<file path="src/hdl/tpl_pkg.sv">
`timescale 1ns / 1ps
// shared constants, tables and types of the three-phase lfo core
package tpl_pkg;

    // sizes and field widths
    localparam int VOICES          = 16;
    localparam int VOICE_W         = 4;
    localparam int NV_W            = 5;
    localparam int CV_W            = 17;
    localparam int KNOB_W          = 17;
    localparam int ATTEN_W         = 16;
    localparam int SCALE_W         = 17;
    localparam int OFFSET_W        = 15;
    localparam int STEP_W          = 20;
    localparam int SAMPLE_W        = 16;
    localparam int LANE_W          = 2;
    localparam int CFG_IDX_W       = 3;
    localparam int CFG_DATA_W      = 20;
    localparam int PHASE_BITS      = 32;
    localparam int INC_W           = 32;
    localparam int SINE_TABLE_BITS = 10;
    localparam int FRAC_W          = 12;
    localparam int M_W             = 31;
    localparam int PM_W            = STEP_W + M_W;
    localparam int SH_W            = 6;
    localparam int X_W             = 17;
    localparam int S_W             = 31;
    localparam int QUEUE_DEPTH     = 2;
    localparam int QPTR_W          = $clog2(QUEUE_DEPTH);
    localparam int QCNT_W          = $clog2(QUEUE_DEPTH + 1);

    // register indexes
    localparam logic [CFG_IDX_W-1:0] REG_RATE_KNOB     = 3'd0;
    localparam logic [CFG_IDX_W-1:0] REG_RATE_ATTEN    = 3'd1;
    localparam logic [CFG_IDX_W-1:0] REG_SCALE         = 3'd2;
    localparam logic [CFG_IDX_W-1:0] REG_OFFSET        = 3'd3;
    localparam logic [CFG_IDX_W-1:0] REG_STEP_PER_HZ   = 3'd4;
    localparam logic [CFG_IDX_W-1:0] REG_ACTIVE_VOICES = 3'd5;

    // register reset values
    localparam logic [KNOB_W-1:0]   RST_RATE_KNOB     = 17'd4096;
    localparam logic [ATTEN_W-1:0]  RST_RATE_ATTEN    = 16'd0;
    localparam logic [SCALE_W-1:0]  RST_SCALE         = 17'd65536;
    localparam logic [OFFSET_W-1:0] RST_OFFSET        = 15'd0;
    localparam logic [STEP_W-1:0]   RST_STEP_PER_HZ   = 20'd97391;
    localparam logic [NV_W-1:0]     RST_ACTIVE_VOICES = 5'd1;

    // lanes
    localparam logic [LANE_W-1:0] LANE_FIRST = 2'd0;
    localparam logic [LANE_W-1:0] LANE_LAST  = 2'd2;

    // rate and output arithmetic
    localparam logic signed [18:0] RATE_CLAMP = 19'sd20480;
    localparam logic signed [18:0] RATE_BIAS  = 19'sd12288;
    localparam logic signed [17:0] OUT_SAT    = 18'sd20480;
    localparam logic [M_W-1:0]     M_ONE      = 31'd1073741824;
    localparam logic [INC_W-1:0]   INC_LIM    = INC_W'(64'd1 << (PHASE_BITS - 1));

    // sine polynomial
    localparam logic [S_W-1:0] SINE_SEED = 31'd172272;
    localparam logic [31:0]    Y_MAX     = 32'd1073741824;
    localparam int             X_SHIFT   = 18 - SINE_TABLE_BITS;
    localparam logic [SINE_TABLE_BITS-2:0] QSIZE =
        (SINE_TABLE_BITS-1)'(1 << (SINE_TABLE_BITS - 2));

    // lane lags: one third and two thirds of a cycle, rounded
    localparam logic [63:0] LAG1_FULL = ((64'd1 << PHASE_BITS) + 64'd1) / 64'd3;
    localparam logic [63:0] LAG2_FULL = ((64'd2 << PHASE_BITS) + 64'd1) / 64'd3;

    // Q1.30 roots of two for each fraction bit
    function automatic logic [M_W-1:0] exp_root(input logic [3:0] b);
        logic [M_W-1:0] k;
        unique case (b)
            4'd0:    k = 31'd1073923544;
            4'd1:    k = 31'd1074105294;
            4'd2:    k = 31'd1074468888;
            4'd3:    k = 31'd1075196443;
            4'd4:    k = 31'd1076653033;
            4'd5:    k = 31'd1079572136;
            4'd6:    k = 31'd1085434106;
            4'd7:    k = 31'd1097253708;
            4'd8:    k = 31'd1121280436;
            4'd9:    k = 31'd1170923762;
            4'd10:   k = 31'd1276901417;
            4'd11:   k = 31'd1518500250;
            default: k = '0;
        endcase
        return k;
    endfunction

    // horner coefficients of the odd sine polynomial, outermost last
    function automatic logic [S_W-1:0] poly_coef(input logic [1:0] k);
        logic [S_W-1:0] c;
        unique case (k)
            2'd0:    c = 31'd5026996;
            2'd1:    c = 31'd85569305;
            2'd2:    c = 31'd693598674;
            default: c = 31'd1686629713;
        endcase
        return c;
    endfunction

    function automatic logic [PHASE_BITS-1:0] lane_lag(input logic [LANE_W-1:0] k);
        logic [PHASE_BITS-1:0] l;
        unique case (k)
            2'd0:    l = '0;
            2'd1:    l = LAG1_FULL[PHASE_BITS-1:0];
            default: l = LAG2_FULL[PHASE_BITS-1:0];
        endcase
        return l;
    endfunction

    // one voice request queued for the back end
    typedef struct packed {
        logic [VOICE_W-1:0] voice;
        logic [CV_W-1:0]    rate_cv;
        logic               upd;
    } t_job;

    // settings the back end works from
    typedef struct packed {
        logic [KNOB_W-1:0]   rate_knob;
        logic [ATTEN_W-1:0]  rate_atten;
        logic [SCALE_W-1:0]  scale;
        logic [OFFSET_W-1:0] offset;
        logic [STEP_W-1:0]   step_per_hz;
    } t_cfg;

endpackage

</file>
<file path="src/hdl/tpl_fifo.sv">
`timescale 1ns / 1ps
// short request queue between front and back end
module tpl_fifo (
    input  logic          i_clk,
    input  logic          i_rst_n,
    input  logic          i_push,
    input  tpl_pkg::t_job i_job,
    output logic          o_full,
    input  logic          i_pop,
    output logic          o_valid,
    output tpl_pkg::t_job o_job
);
    import tpl_pkg::*;

    t_job              r_mem [QUEUE_DEPTH];
    logic [QPTR_W-1:0] r_wp;
    logic [QPTR_W-1:0] r_rp;
    logic [QCNT_W-1:0] r_cnt;

    assign o_full  = (r_cnt == QCNT_W'(QUEUE_DEPTH));
    assign o_valid = (r_cnt != '0);
    assign o_job   = r_mem[r_rp];

    // storage
    always_ff @(posedge i_clk) begin
        if (i_push && !o_full) begin
            r_mem[r_wp] <= i_job;
        end
    end

    // pointers and fill count
    always_ff @(posedge i_clk) begin
        if (!i_rst_n) begin
            r_wp  <= '0;
            r_rp  <= '0;
            r_cnt <= '0;
        end else begin
            if (i_push && !o_full) begin
                r_wp <= r_wp + QPTR_W'(1);
            end
            if (i_pop && o_valid) begin
                r_rp <= r_rp + QPTR_W'(1);
            end
            unique case ({i_push && !o_full, i_pop && o_valid})
                2'b10:   r_cnt <= r_cnt + QCNT_W'(1);
                2'b01:   r_cnt <= r_cnt - QCNT_W'(1);
                default: r_cnt <= r_cnt;
            endcase
        end
    end

endmodule

</file>
<file path="config.mk">
export PLATFORM = sky130hd
export DESIGN_NAME = tpl_fifo
export DESIGN_NICKNAME = d
export VERILOG_FILES = /design/src/hdl/tpl_pkg.sv /design/src/hdl/tpl_fifo.sv
export SDC_FILE = /design/constraint.sdc
export NUM_CORES = 1
export LEC_CHECK = 0
export BUFFER_PORTS_ARGS = -buffer_cell sky130_fd_sc_hd__buf_4
export CORE_ASPECT_RATIO = 1.5
export CORE_MARGIN = 5
export CORE_UTILIZATION = 54
export DETAILED_ROUTE_END_ITERATION = 10
export GPL_TIMING_DRIVEN = 0
export PLACE_DENSITY_LB_ADDON = 0.25
export SYNTH_ARGS = -nofsm -noshare
export SYNTH_HDL_FRONTEND = slang
export SYNTH_SLANG_ARGS = --single-unit
</file>
<file path="constraint.sdc">
create_clock -name i_clk -period 4.6 [get_ports i_clk]
set_input_delay 0.69 -clock i_clk [delete_from_list [all_inputs] [get_ports i_clk]]
set_output_delay 0.69 -clock i_clk [all_outputs]
set_load 0.02 [all_outputs]
</file>
Word-level counts from Yosys, hierarchy flattened

Memories as Yosys holds them, arrays and structs flattened. A register that Yosys moved wholly into a read port is not among the register bits.
Cells that the tools add are included.

Output and inout port bits: 24
Memory bits (writable): 44
Memories: 1
Bits in registers: 4

Reduce and logical (&&, ||, !) cells: 5
Mux-type cells: 5
Add/sub/neg operators: 4
Equal/unequal tests: 3

Memories:

| memory | depth | width | read ports | clocked after memory_dff | write ports | RTL line       | source |
|---|---|---|---|---|---|---|---|
| r_mem  | 2     | 22    | 1          | 1                        | 1           | tpl_fifo.sv:15 | `t_job r_mem [QUEUE_DEPTH];` |

Operators with widths:

| cell                                                                  | number |
|---|---|
| 2-bit equality test, second input constant                            | 2 |
| 1-bit 2-to-1 mux                                                      | 4 |
| 2-bit one-hot mux with 2 select lines                                 | 1 |
| 2-bit nonzero test                                                    | 2 |
| 1-bit adder, second input constant                                    | 2 |
| 2-bit by 1-bit adder with 2-bit output, second input constant         | 1 |
| 2-bit by 1-bit equality test with 1-bit output, second input constant | 1 |
| 1-bit logical AND                                                     | 2 |
| 2-bit by 1-bit subtractor with 2-bit output, second input constant    | 1 |
| 1-bit logical NOT                                                     | 1 |

Depth between registers and ports, before layout

Depth in word-level cells: 5
Gate-level depth with buffers: 6

Worst setup path after synthesis

OpenSTA, ideal clock, no wires.

Path kind: input port to flip-flop
Start: input i_push
End: memory r_mem[0][0] in the netlist's numbering, enable pin
Buffers on the path: 0
Stages: 3
Setup slack: 2.696 ns
Arrival: 1.527 ns
Cell sequence: inv_1 > or3_1 > inv_1

Word-level cells in the longest chain between the ends: 3

Ends and longest elaborated chain:

| what                                   | RTL line       | source |
|---|---|---|
| from (decl)                            | tpl_fifo.sv:6  | `input logic i_push,` |
| 1-bit logical AND                      | tpl_fifo.sv:26 | `if (i_push && !o_full) begin` |
| 1-bit 2-to-1 mux                       | tpl_fifo.sv:26 |  |
| 1-bit 2-to-1 mux (not written as such) | tpl_fifo.sv:27 | `r_mem[r_wp] <= i_job;` |
| to (decl)                              | tpl_fifo.sv:15 |  |

Every way passes these cells.

==> flow_summary.ini <==
[outcome]
status = complete, no violations

[placement]
place_inst = 183
place_congestion = 0.6580
io_buffers = 49
hpwl_mm = 2.083

[route]
drt_wl_total_mm = 2.848
via_per_inst = 4.990
route.detailed.drc = 0
drt_first_pass_iters = 4
drt_iter0_drc = 18
vias = 953
wire_per_inst_um = 14.91
detail-route-antenna-nets = 0

[worst_setup_path]
path_max_fanout = 10
crit_chain = buf_2 > mux2_2 > buf_4
critical_path.endpoint_type = output port
cp_num_buf_inv = 2
worstSetupPathType = flip-flop to output port
critPathTopFamily = buffers and inverters
worstSetupStartpointType = flip-flop
crit_slowest_cell = dfxtp_1
arrival_ns = 1.49
slowest_delay_ns = 0.39
critPathRequiredTime_ns = 3.91

[clock_network]
h-tree-depth = 2
cts_sinks = 49
post_cts_buffers = 0
cts_resized = 0
cts_made_buffers = 5
cts.clk_slew.worst_paths_ns = 0.08
cts_tree = yes
clockRootBuffer = clkbuf_8
cts.hold.buffers_added = 0
clock_latency_ns = 0.29
cts_buffer_depth = 2

[floorplan]
dieArea_um2 = 4651
die_w_um = 57.38
start_util_pct = 56.98
ios = 50
dieHeight_um = 81.07
rows = 25
coreArea_um2 = 3191

[power]
p_per_area_nw_per_um2 = 551.6
netSwitchingFraction_pct = 30.51
ir_worst_vdd_v = 0.0004146
p_leak_nw = 0.8897
pwr-share-comb_pct = 35.6
clockPowerShare_pct = 17.9
p_sw_mw = 0.3899
internal-power_mw = 0.8882
seq_power_share_pct = 46.5
design_power_total_mw = 1.278

[yosys]
ys_warn_count = 0
yosysUniqueCellTypes = 18
synth_top_area_cell = edfxtp_1
yosysSeqAreaShare_pct = 78.18
syn_inst = 94
syn_nets = 121
synth.cell_area_um2 = 1818
ys_ff_latch = 49
synth_top_area_share_pct = 72.68
synthTopCellsByArea = edfxtp_1 73%, mux2_2 14%, dfxtp_1 5.5%
syn_avg_cell_area_um2 = 19.34

[final_layout]
layout.cells.non_filler = 191
drive_gt1_share_pct = 54.30
areaGrowthSynthToFinish_pct = 27.46
nets = 177
final_cell_mix = 49 x buf_4, 44 x edfxtp_1, 22 x mux2_2
layout_commonest_cell = buf_4
diodes = 0

[sta]
fin_crit_ns = 2.179
skew_ns = 0.003292
slew_viol_final = 0
period_share_pct = 47.37
worst-slew-pin-transition_ns = 0.9811
finalSetupTns_ns = 0
hold_viol_final = 0
rsz0062_at_grt = no
finalSetupViolations = 0
holdWs_ns = 0.4877
relSlewSlack_pct = 34.59
fmax_ghz = 0.4589

[global_routing]
grt_use_total_pct = 13.25
grt_overflow = 0
grt_max_degree = 23
grt_pass1_wl_mm = 4.478
grt_pass1_vias = 1009
antenna_found_initial = 0

[run]
cap_violations = 0

[min_path]
hp-class = flip-flop to flip-flop
==> kinds of logic after synthesis <==
| group | count (synthesis) | share of synthesized area, % |
|---|---|---|
| flops | 49 | 78.18 |
| mux | 22 | 13.63 |
| simple gates | 9 | 3.097 |
| compound gates | 5 | 1.789 |
| buf+inv | 5 | 1.170 |
| xor+xnor | 3 | 1.446 |
| fa+ha+maj | 1 | 0.6881 |
==> Yosys cell counts <==
cell,count
edfxtp_1,44
nand2_1,1
o21ai_0,2
nor2b_1,2
a21boi_1,2
o21a_1,1
and3_1,1
inv_1,2
or2_2,1
nand2b_2,1
xnor2_1,3
mux2_2,22
or3_1,2
inv_2,1
and2_1,1
ha_1,1
buf_2,2
dfxtp_1,5
==> path summary, 6_finish.rpt <==
| path | start | to | slack [ns] | cells past startpoint |
|---|---|---|---|---|
| setup / recovery | flip-flop | o_job[5] | 2.42 | 3 |
| setup reg to reg | r_cnt[0]$_SDFFE_PN0P_ | r_mem[0][1]$_DFFE_PP_ | 2.61 | 4 |
| hold / removal | r_wp$_SDFFE_PN0N_ | r_wp$_SDFFE_PN0N_ | 0.49 | 2 |
| hold reg to reg | r_wp$_SDFFE_PN0N_ | r_wp$_SDFFE_PN0N_ | 0.49 | 2 |
==> sequential cells by signal, indices dropped and copies added (netlist names), named ones only <==
signal / count
r_cnt: 2
r_wp: 1
r_mem: 44
r_rp: 1
==> tightest hold or removal path, delay by kind of cell (launching register included) <==
kind           cells  cell delay [ns]
flip-flops         1             0.32
AO/OA/AOI/OAI      2             0.13
==> power groups by stage <==
stage,registers (mW),clock network [mW],logic (mW)
after floorplan,0.595,0,0.295
after global placement,0.599,0,0.452
after detailed placement,0.605,0,0.464
after CTS,0.595,0.237,0.466
after global routing,0.601,0.256,0.489
final,0.594,0.229,0.455
==> metal layers <==
layer  vias up  wire length [um]  global-route usage, %
met5         -                 0                      0
met4         0                57                  7.657
met3         5               165                  3.339
met2        32              1697                  25.57
met1       450               928                  12.05
li1        466                 -                      -
==> stage by stage <==
| stage | utilization, % | area [um2] | setup WS [ns] |
|---|---|---|---|
| after floorplan | - | 1818 | 2.696 |
| after global placement | 70.08 | 2236 | 2.399 |
| after detailed placement | 70.08 | 2236 | 2.361 |
| after CTS | 72.63 | 2317 | 2.380 |
| after global routing | 72.63 | 2317 | 2.331 |
| final | 72.63 | 2317 | 2.421 |
==> area by class of cell <==
class	instances	area (um2)
flip-flops and latches	49	1421
fillers	234	873.3
multi-input cells	40	375.4
repair buffers	49	367.9
clock buffers	5	68.82
well taps	40	50.05
clock inverters	3	12.51
inverters	3	11.26
plain buffers	2	10.01
Note: power is estimated with default switching activity, not from simulation.
