$ cat config.mk
export PLATFORM = sky130hd
export DESIGN_NAME = tpl_front
export DESIGN_NICKNAME = d
export VERILOG_FILES = /design/src/hdl/tpl_pkg.sv /design/src/hdl/tpl_front.sv
export SDC_FILE = /design/constraint.sdc
export NUM_CORES = 1
export LEC_CHECK = 0
export ABC_CLOCK_PERIOD_IN_PS = 5200
export BUFFER_PORTS_ARGS = -buffer_cell sky130_fd_sc_hd__buf_2
export CORE_MARGIN = 3
export CORE_UTILIZATION = 39
export CTS_BUF_LIST = sky130_fd_sc_hd__clkbuf_4 sky130_fd_sc_hd__clkbuf_8
export DETAILED_ROUTE_END_ITERATION = 8
export HOLD_SLACK_MARGIN = 0.03
export PLACE_DENSITY = 0.93
export SLEW_MARGIN = 10
export SYNTH_ARGS = -nofsm -noshare
export SYNTH_HDL_FRONTEND = slang
export SYNTH_SLANG_ARGS = --single-unit
$ cat constraint.sdc
create_clock -name i_clk -period 5.2 [get_ports i_clk]
set_input_delay 0.26 -clock i_clk [delete_from_list [all_inputs] [get_ports i_clk]]
set_output_delay 0.26 -clock i_clk [all_outputs]
set_load 0.05 [all_outputs]
$ cat src/hdl/tpl_pkg.sv
`timescale 1ns / 1ps
// shared constants, tables and types of the three-phase lfo core
package tpl_pkg;

    // sizes and field widths
    localparam int VOICES          = 16;
    localparam int VOICE_W         = 4;
    localparam int NV_W            = 5;
    localparam int CV_W            = 17;
    localparam int KNOB_W          = 17;
    localparam int ATTEN_W         = 16;
    localparam int SCALE_W         = 17;
    localparam int OFFSET_W        = 15;
    localparam int STEP_W          = 20;
    localparam int SAMPLE_W        = 16;
    localparam int LANE_W          = 2;
    localparam int CFG_IDX_W       = 3;
    localparam int CFG_DATA_W      = 20;
    localparam int PHASE_BITS      = 32;
    localparam int INC_W           = 32;
    localparam int SINE_TABLE_BITS = 10;
    localparam int FRAC_W          = 12;
    localparam int M_W             = 31;
    localparam int PM_W            = STEP_W + M_W;
    localparam int SH_W            = 6;
    localparam int X_W             = 17;
    localparam int S_W             = 31;
    localparam int QUEUE_DEPTH     = 2;
    localparam int QPTR_W          = $clog2(QUEUE_DEPTH);
    localparam int QCNT_W          = $clog2(QUEUE_DEPTH + 1);

    // register indexes
    localparam logic [CFG_IDX_W-1:0] REG_RATE_KNOB     = 3'd0;
    localparam logic [CFG_IDX_W-1:0] REG_RATE_ATTEN    = 3'd1;
    localparam logic [CFG_IDX_W-1:0] REG_SCALE         = 3'd2;
    localparam logic [CFG_IDX_W-1:0] REG_OFFSET        = 3'd3;
    localparam logic [CFG_IDX_W-1:0] REG_STEP_PER_HZ   = 3'd4;
    localparam logic [CFG_IDX_W-1:0] REG_ACTIVE_VOICES = 3'd5;

    // register reset values
    localparam logic [KNOB_W-1:0]   RST_RATE_KNOB     = 17'd4096;
    localparam logic [ATTEN_W-1:0]  RST_RATE_ATTEN    = 16'd0;
    localparam logic [SCALE_W-1:0]  RST_SCALE         = 17'd65536;
    localparam logic [OFFSET_W-1:0] RST_OFFSET        = 15'd0;
    localparam logic [STEP_W-1:0]   RST_STEP_PER_HZ   = 20'd97391;
    localparam logic [NV_W-1:0]     RST_ACTIVE_VOICES = 5'd1;

    // lanes
    localparam logic [LANE_W-1:0] LANE_FIRST = 2'd0;
    localparam logic [LANE_W-1:0] LANE_LAST  = 2'd2;

    // rate and output arithmetic
    localparam logic signed [18:0] RATE_CLAMP = 19'sd20480;
    localparam logic signed [18:0] RATE_BIAS  = 19'sd12288;
    localparam logic signed [17:0] OUT_SAT    = 18'sd20480;
    localparam logic [M_W-1:0]     M_ONE      = 31'd1073741824;
    localparam logic [INC_W-1:0]   INC_LIM    = INC_W'(64'd1 << (PHASE_BITS - 1));

    // sine polynomial
    localparam logic [S_W-1:0] SINE_SEED = 31'd172272;
    localparam logic [31:0]    Y_MAX     = 32'd1073741824;
    localparam int             X_SHIFT   = 18 - SINE_TABLE_BITS;
    localparam logic [SINE_TABLE_BITS-2:0] QSIZE =
        (SINE_TABLE_BITS-1)'(1 << (SINE_TABLE_BITS - 2));

    // lane lags: one third and two thirds of a cycle, rounded
    localparam logic [63:0] LAG1_FULL = ((64'd1 << PHASE_BITS) + 64'd1) / 64'd3;
    localparam logic [63:0] LAG2_FULL = ((64'd2 << PHASE_BITS) + 64'd1) / 64'd3;

    // Q1.30 roots of two for each fraction bit
    function automatic logic [M_W-1:0] exp_root(input logic [3:0] b);
        logic [M_W-1:0] k;
        unique case (b)
            4'd0:    k = 31'd1073923544;
            4'd1:    k = 31'd1074105294;
            4'd2:    k = 31'd1074468888;
            4'd3:    k = 31'd1075196443;
            4'd4:    k = 31'd1076653033;
            4'd5:    k = 31'd1079572136;
            4'd6:    k = 31'd1085434106;
            4'd7:    k = 31'd1097253708;
            4'd8:    k = 31'd1121280436;
            4'd9:    k = 31'd1170923762;
            4'd10:   k = 31'd1276901417;
            4'd11:   k = 31'd1518500250;
            default: k = '0;
        endcase
        return k;
    endfunction

    // horner coefficients of the odd sine polynomial, outermost last
    function automatic logic [S_W-1:0] poly_coef(input logic [1:0] k);
        logic [S_W-1:0] c;
        unique case (k)
            2'd0:    c = 31'd5026996;
            2'd1:    c = 31'd85569305;
            2'd2:    c = 31'd693598674;
            default: c = 31'd1686629713;
        endcase
        return c;
    endfunction

    function automatic logic [PHASE_BITS-1:0] lane_lag(input logic [LANE_W-1:0] k);
        logic [PHASE_BITS-1:0] l;
        unique case (k)
            2'd0:    l = '0;
            2'd1:    l = LAG1_FULL[PHASE_BITS-1:0];
            default: l = LAG2_FULL[PHASE_BITS-1:0];
        endcase
        return l;
    endfunction

    // one voice request queued for the back end
    typedef struct packed {
        logic [VOICE_W-1:0] voice;
        logic [CV_W-1:0]    rate_cv;
        logic               upd;
    } t_job;

    // settings the back end works from
    typedef struct packed {
        logic [KNOB_W-1:0]   rate_knob;
        logic [ATTEN_W-1:0]  rate_atten;
        logic [SCALE_W-1:0]  scale;
        logic [OFFSET_W-1:0] offset;
        logic [STEP_W-1:0]   step_per_hz;
    } t_cfg;

endpackage

$ cat src/hdl/tpl_front.sv
`timescale 1ns / 1ps
// request intake: voice range check and frame divider
module tpl_front (
    input  logic                         i_clk,
    input  logic                         i_rst_n,
    input  logic [tpl_pkg::NV_W-1:0]     i_active_voices,
    input  logic                         i_valid,
    output logic                         o_stall,
    input  logic [tpl_pkg::VOICE_W-1:0]  i_voice,
    input  logic [tpl_pkg::CV_W-1:0]     i_rate_cv,
    input  logic                         i_full,
    output logic                         o_push,
    output tpl_pkg::t_job                o_job
);
    import tpl_pkg::*;

    logic [1:0]      r_div;
    logic [NV_W-1:0] nv;
    logic            accept;
    logic            in_range;
    logic            frame_end;

    // effective voice count, clamped to 1..VOICES
    always_comb begin
        priority if (i_active_voices == '0) begin
            nv = NV_W'(1);
        end else if (i_active_voices > NV_W'(VOICES)) begin
            nv = NV_W'(VOICES);
        end else begin
            nv = i_active_voices;
        end
    end

    // classify the request
    assign accept    = i_valid && !i_full;
    assign in_range  = {1'b0, i_voice} < nv;
    assign frame_end = {1'b0, i_voice} == (nv - NV_W'(1));
    assign o_stall   = i_full;
    assign o_push    = accept && in_range;

    assign o_job.voice   = i_voice;
    assign o_job.rate_cv = i_rate_cv;
    assign o_job.upd     = (r_div == 2'd0);

    // frame divider: recompute increments every fourth frame
    always_ff @(posedge i_clk) begin
        if (!i_rst_n) begin
            r_div <= 2'd0;
        end else if (o_push && frame_end) begin
            r_div <= (r_div == 2'd0) ? 2'd3 : r_div - 2'd1;
        end
    end

endmodule

Word-level counts from Yosys, hierarchy flattened. Cells that the tools add are included.

Register bits after elaboration: 2. Input port bits: 30. Output and inout port bits: 24. Logic and storage cells: 15.

$add $sub $neg: 2. $lt $le $gt $ge: 2. Equal/unequal tests: 1. Muxes and demuxes: 3. Reduce and logical (&&, ||, !) cells: 6.

Operator list (count): 5-bit 2-to-1 mux (2); 4-bit by 5-bit == test with 1-bit output (1); 5-bit greater-than comparator (second input constant) (1); 5-bit zero test (1); 4-bit by 5-bit less-than comparator with 1-bit output (1); 5-bit by 1-bit subtractor with 5-bit output (second input constant) (1); 1-bit logical AND (3); 2-bit zero test (1); 2-bit 2-to-1 mux (1); 2-bit by 1-bit subtractor with 2-bit output (second input constant) (1); 1-bit zero test (1).

Longest topological paths before layout.
Depth in word-level cells: 6. Gate-level depth with buffers: 10. Gate-level depth less buffers: 10.

Worst setup path after synthesis. OpenSTA, ideal clock, no wires.

Path kind: input -> register. From: input port i_active_voices[4] in the netlist's numbering. To: register r_div[1]. Setup time: 0.091 ns. Data arrival time: 2.207 ns. Data required time: 5.109 ns. Setup slack: 2.902 ns. Stages on the path: 8. Path buffers: 1. Cells stage by stage: clkbuf_1 > nand2b_1 > ha_1 > a21oi_1 > a21oi_1 > nor4b_4 > a21oi_1 > a311oi_1.

Cells in the longest elaborated chain, start to end: 6. Elaborated cells on any way between the ends: 9. Classes of those cells: add/sub: 1; order compare: 2; eq/ne: 1; mux: 2; reduce/logical: 3.

Ends and longest elaborated chain: start, declared (line tpl_front.sv:6) `input logic [tpl_pkg::NV_W-1:0] i_active_voices,`; 5-bit greater-than comparator (line tpl_front.sv:27) `end else if (i_active_voices > NV_W'(VOICES)) begin`; 5-bit 2-to-1 mux (line tpl_front.sv:27); 5-bit 2-to-1 mux * (line tpl_front.sv:25) `priority if (i_active_voices == '0) begin`; 4-bit by 5-bit less-than comparator with 1-bit output * (line tpl_front.sv:36) `assign in_range = {1'b0, i_voice} < nv;`; 1-bit logical AND * (line tpl_front.sv:39) `assign o_push = accept && in_range;`; via o_push (line tpl_front.sv:12) `output logic o_push,`; 1-bit logical AND * (line tpl_front.sv:49) `end else if (o_push && frame_end) begin`; end signal, assigned (line tpl_front.sv:50) `r_div <= (r_div == 2'd0) ? 2'd3 : r_div - 2'd1;`; end, declared (line tpl_front.sv:17) `logic [1:0] r_div;`.

The timed path passes the listed nets; every way through them passes the cells marked *. A chain may end at the register's enable or synchronous reset.

Final worst setup path.
From: input port i_active_voices[1] in the netlist's numbering. To: output port o_push.

Cells in the longest elaborated chain, start to end: 5. Elaborated cells on any way between the ends: 6. Classes of those cells: order compare: 2; mux: 2; reduce/logical: 2.

Ends and longest elaborated chain (line): 5-bit greater-than comparator (tpl_front.sv:27); 5-bit 2-to-1 mux (tpl_front.sv:27); 5-bit 2-to-1 mux * (tpl_front.sv:25); 4-bit by 5-bit less-than comparator with 1-bit output * (tpl_front.sv:36); 1-bit logical AND * (tpl_front.sv:39); end, declared (tpl_front.sv:12).

Mark *: on every way between the ends. The rest lies on a longest branch, timed or not.

==> key figures <==
Layout
  • Layout cells sized above 1: 0.4194
  • Final #Nets: 100
  • ANT cells: 0
  • Area delta synth->final: -6.444%
  • Fill cells: roughly 140
  • Design area: roughly 500 um^2
  • Max reg flops: 2
  • Largest registers: r_div: 2 flops
  • Most flop-heavy register: r_div

Yosys
  • Number of synthesized flops with an enable pin: 0
  • Yosys top cell by area: buf_4
  • Top cells by area, synth: buf_4 (32%), ha_1 (14%), dfxtp_1 (7.6%), a2111oi_4 (5.3%), nor4b_4 (4.5%)
  • Cell variety after synth: 24
  • Compound-Gate Fraction of Synth Area: 0.1647
  • Yosys reg bits: 2
  • Mux share of post-synthesis cell area: 0
  • Mapped Nets: just under 100
  • Post-Synth Adder-Cell Area: 0.1432
  • Sequential share of the synthesized area: 0.07637
  • Post-synthesis simple-gate area fraction: 0.2005
  • Synthesized cell area: around 520 um^2
  • Xor and xnor fraction of the mapped netlist area: 0.05012
  • Syn Inst Count: 63
  • Syn. warnings: 0
  • Top cell type's share of synthesized area: 0.3150
  • Post-synth ARST share: 0
  • Mean Syn Cell Area: about 8.3 um^2
  • Main combinational cell family by area after synthesis: buffers and inverters
  • Synth Flop Type: dfxtp_1

Detailed routing
  • Routed Antenna Nets: 0
  • Drt wl/cell: ~12 um
  • Vias: about 370
  • Pre-Repair DR Iteration Count: 4
  • DRC Markers: 0
  • Vias/cell: ~4.9
  • Routed wire length: ~940 um
  • DRT iter0 DRCs: 3

Worst setup path
  • Crit path DAT: 1.96 ns
  • Worst Path Required: 4.94 ns
  • Origin of the worst setup path: i_active_voices[1]
  • R2R Path End: r_div[0]
  • CP Class: in2out
  • R2r worst-path depth: 4
  • Worst Path Max Fanout: 5
  • R2R setup slack: between 4 and 5 ns
  • Crit. End Element: output port
  • Startpoint types: primary input
  • Critical Path End: o_push
  • Worst r2r src: r_div[0]

Timing
  • Slew margin rel.: 0.6487
  • TNS Setup: 0 ns
  • Unrepaired setup endpoints after global routing: no
  • Final Hold Viols: 0
  • Min cycle time layout: approximately 2.2 ns
  • Max-slew violation count: 0
  • Final period utilization: 0.4265
  • Achievable frequency: about 450 MHz
  • Clk_skew: around 0.0074 ns
  • Hold WS: approximately 0.30 ns
  • Setup violations, final: 0
  • Worst-Margin Slew: between 0.5 and 0.6 ns

Floorplanning
  • Chip Height: 42.67 um
  • Core area: ~1200 um^2
  • Die Width: 42.67 um
  • Number of I/O pins: 54
  • DIE AREA: between 1500 and 2000 um^2
  • Initial core utilization: 0.4420
  • Row count: 12

Run status
  • Status: finished clean

CTS
  • TritonCTS clock tree: done
  • Worst skew pair latency: roughly 0.23 ns
  • CTS Hold Bufs: 0
  • Clk pin slew, worst setup/hold paths: around 0.030 ns
  • H-tree depth: 1
  • Post-CTS Setup Inserts: 0
  • Cts bufs inserted: 3
  • Root Driver: clkbuf_4
  • Bufs on Longest Clock Path: 2
  • Post_cts resized: 0
  • Sink Count: 2

Placed design
  • I/O Buffers: 19
  • Detail Placement HPWL: 819.1 um
  • GP Congestion: roughly 0.69
  • DP Area: ~470 um^2

Global route
  • Largest net degree at the start of global routing: 11
  • Antenna violations before repair: 0
  • First-pass GRT wire length: ~1500 um
  • Vias in the first global route: around 380
  • GRT overflow: 0
  • GRT Util Overall: 0.1123

Power and ir drop
  • Leakage power: 0.2365 nW
  • Power density over the cells: between 150 and 200 nW/um^2
  • Worst vdd ir: about 0.000064 V

Hold path
  • Worst Hold Class: in2reg

Run
  • Max cap viols: 0
[metal layers]
layer	global-route usage	vias up	share of wire
met5	0	-	0
li1	-	190	-
met2	0.1976	17	0.51
met3	0.02966	6	0.10
met1	0.1083	158	0.37
met4	0.08696	0	0.017
[synthesized netlist by cell type, types with 2 or more instances]
| cell type | instances |
|---|---|
| a21oi_1 | 4 |
| buf_4 | 22 |
| dfxtp_1 | 2 |
| ha_1 | 6 |
| inv_1 | 6 |
| nand2b_1 | 3 |
| nor3_1 | 2 |
| xor2_1 | 2 |
[power breakdown]
| part | switching [mW] | internal (mW) | total, mW |
|---|---|---|---|
| combinational | 0.0267 | 0.0160 | 0.0426 |
| sequential | 0.000102 | 0.0157 | 0.0158 |
| clock | 0.00895 | 0.0255 | 0.0344 |
| total | 0.0357 | 0.0571 | 0.0928 |
[cell type report]
cell class,instances,area (um^2),area share
clock buffers,3,22.52,0.04592
inverters,6,22.52,0.04592
multi-input cells,32,292.8,0.5969
flip-flops and latches,2,40.04,0.08163
well taps,14,17.52,0.03571
repair buffers,19,95.09,0.1939
[cells in the final DEF, fill, tap and decap left out, types with 2 or more instances in the layout]
| cell | count |
|---|---|
| buf_2 | 19 |
| inv_1 | 6 |
| ha_1 | 6 |
| a21oi_1 | 4 |
| nand2b_1 | 3 |
| clkbuf_4 | 3 |
| nor3_1 | 2 |
| xor2_1 | 2 |
| dfxtp_1 | 2 |
[per-stage QoR]
step,utilization,setup slack [ns],power [mW],cells
3_3_place_gp,0.3945,3.014,0.05730,73
4_1_cts,0.4135,2.974,0.09559,76
5_1_grt,0.4135,2.859,0.1021,76
6_report,0.4135,2.982,0.09281,76
2_1_floorplan,-,2.902,0.08477,63
3_5_place_dp,0.3945,2.913,0.05899,73
[worst min-delay path by stage]
stage | from | endpoint | cells after the start
2_1_floorplan | i_rst_n | r_div[1] | 2
3_3_place_gp | r_div[1] | r_div[1] | 2
3_5_place_dp | i_rate_cv[3] | o_job[4] | 0
4_1_cts | i_rst_n | r_div[1] | 3
5_1_grt | i_rst_n | r_div[1] | 3
6_report | i_rst_n | r_div[1] | 3
[kinds of logic (layout without fill, tap and decap cells)]
group	Yosys count	count (layout)
buffers and inverters	29	28
XOR/XNOR	3	3
flip-flops	2	2
AO/OA/AOI/OAI	10	10
adder cells (fa/ha/maj)	6	6
AND/OR/NAND/NOR	13	13
[critical path: stages]
cell and delay (ns):
buf_2 0.11, nor3_1 0.17, nor2_1 0.05, or2_2 0.28
inv_1 0.06, ha_1 0.12, nand3b_1 0.09, a21oi_1 0.09
nor4b_4 0.39, buf_2 0.33
Note: power is estimated with default switching activity, not from simulation.
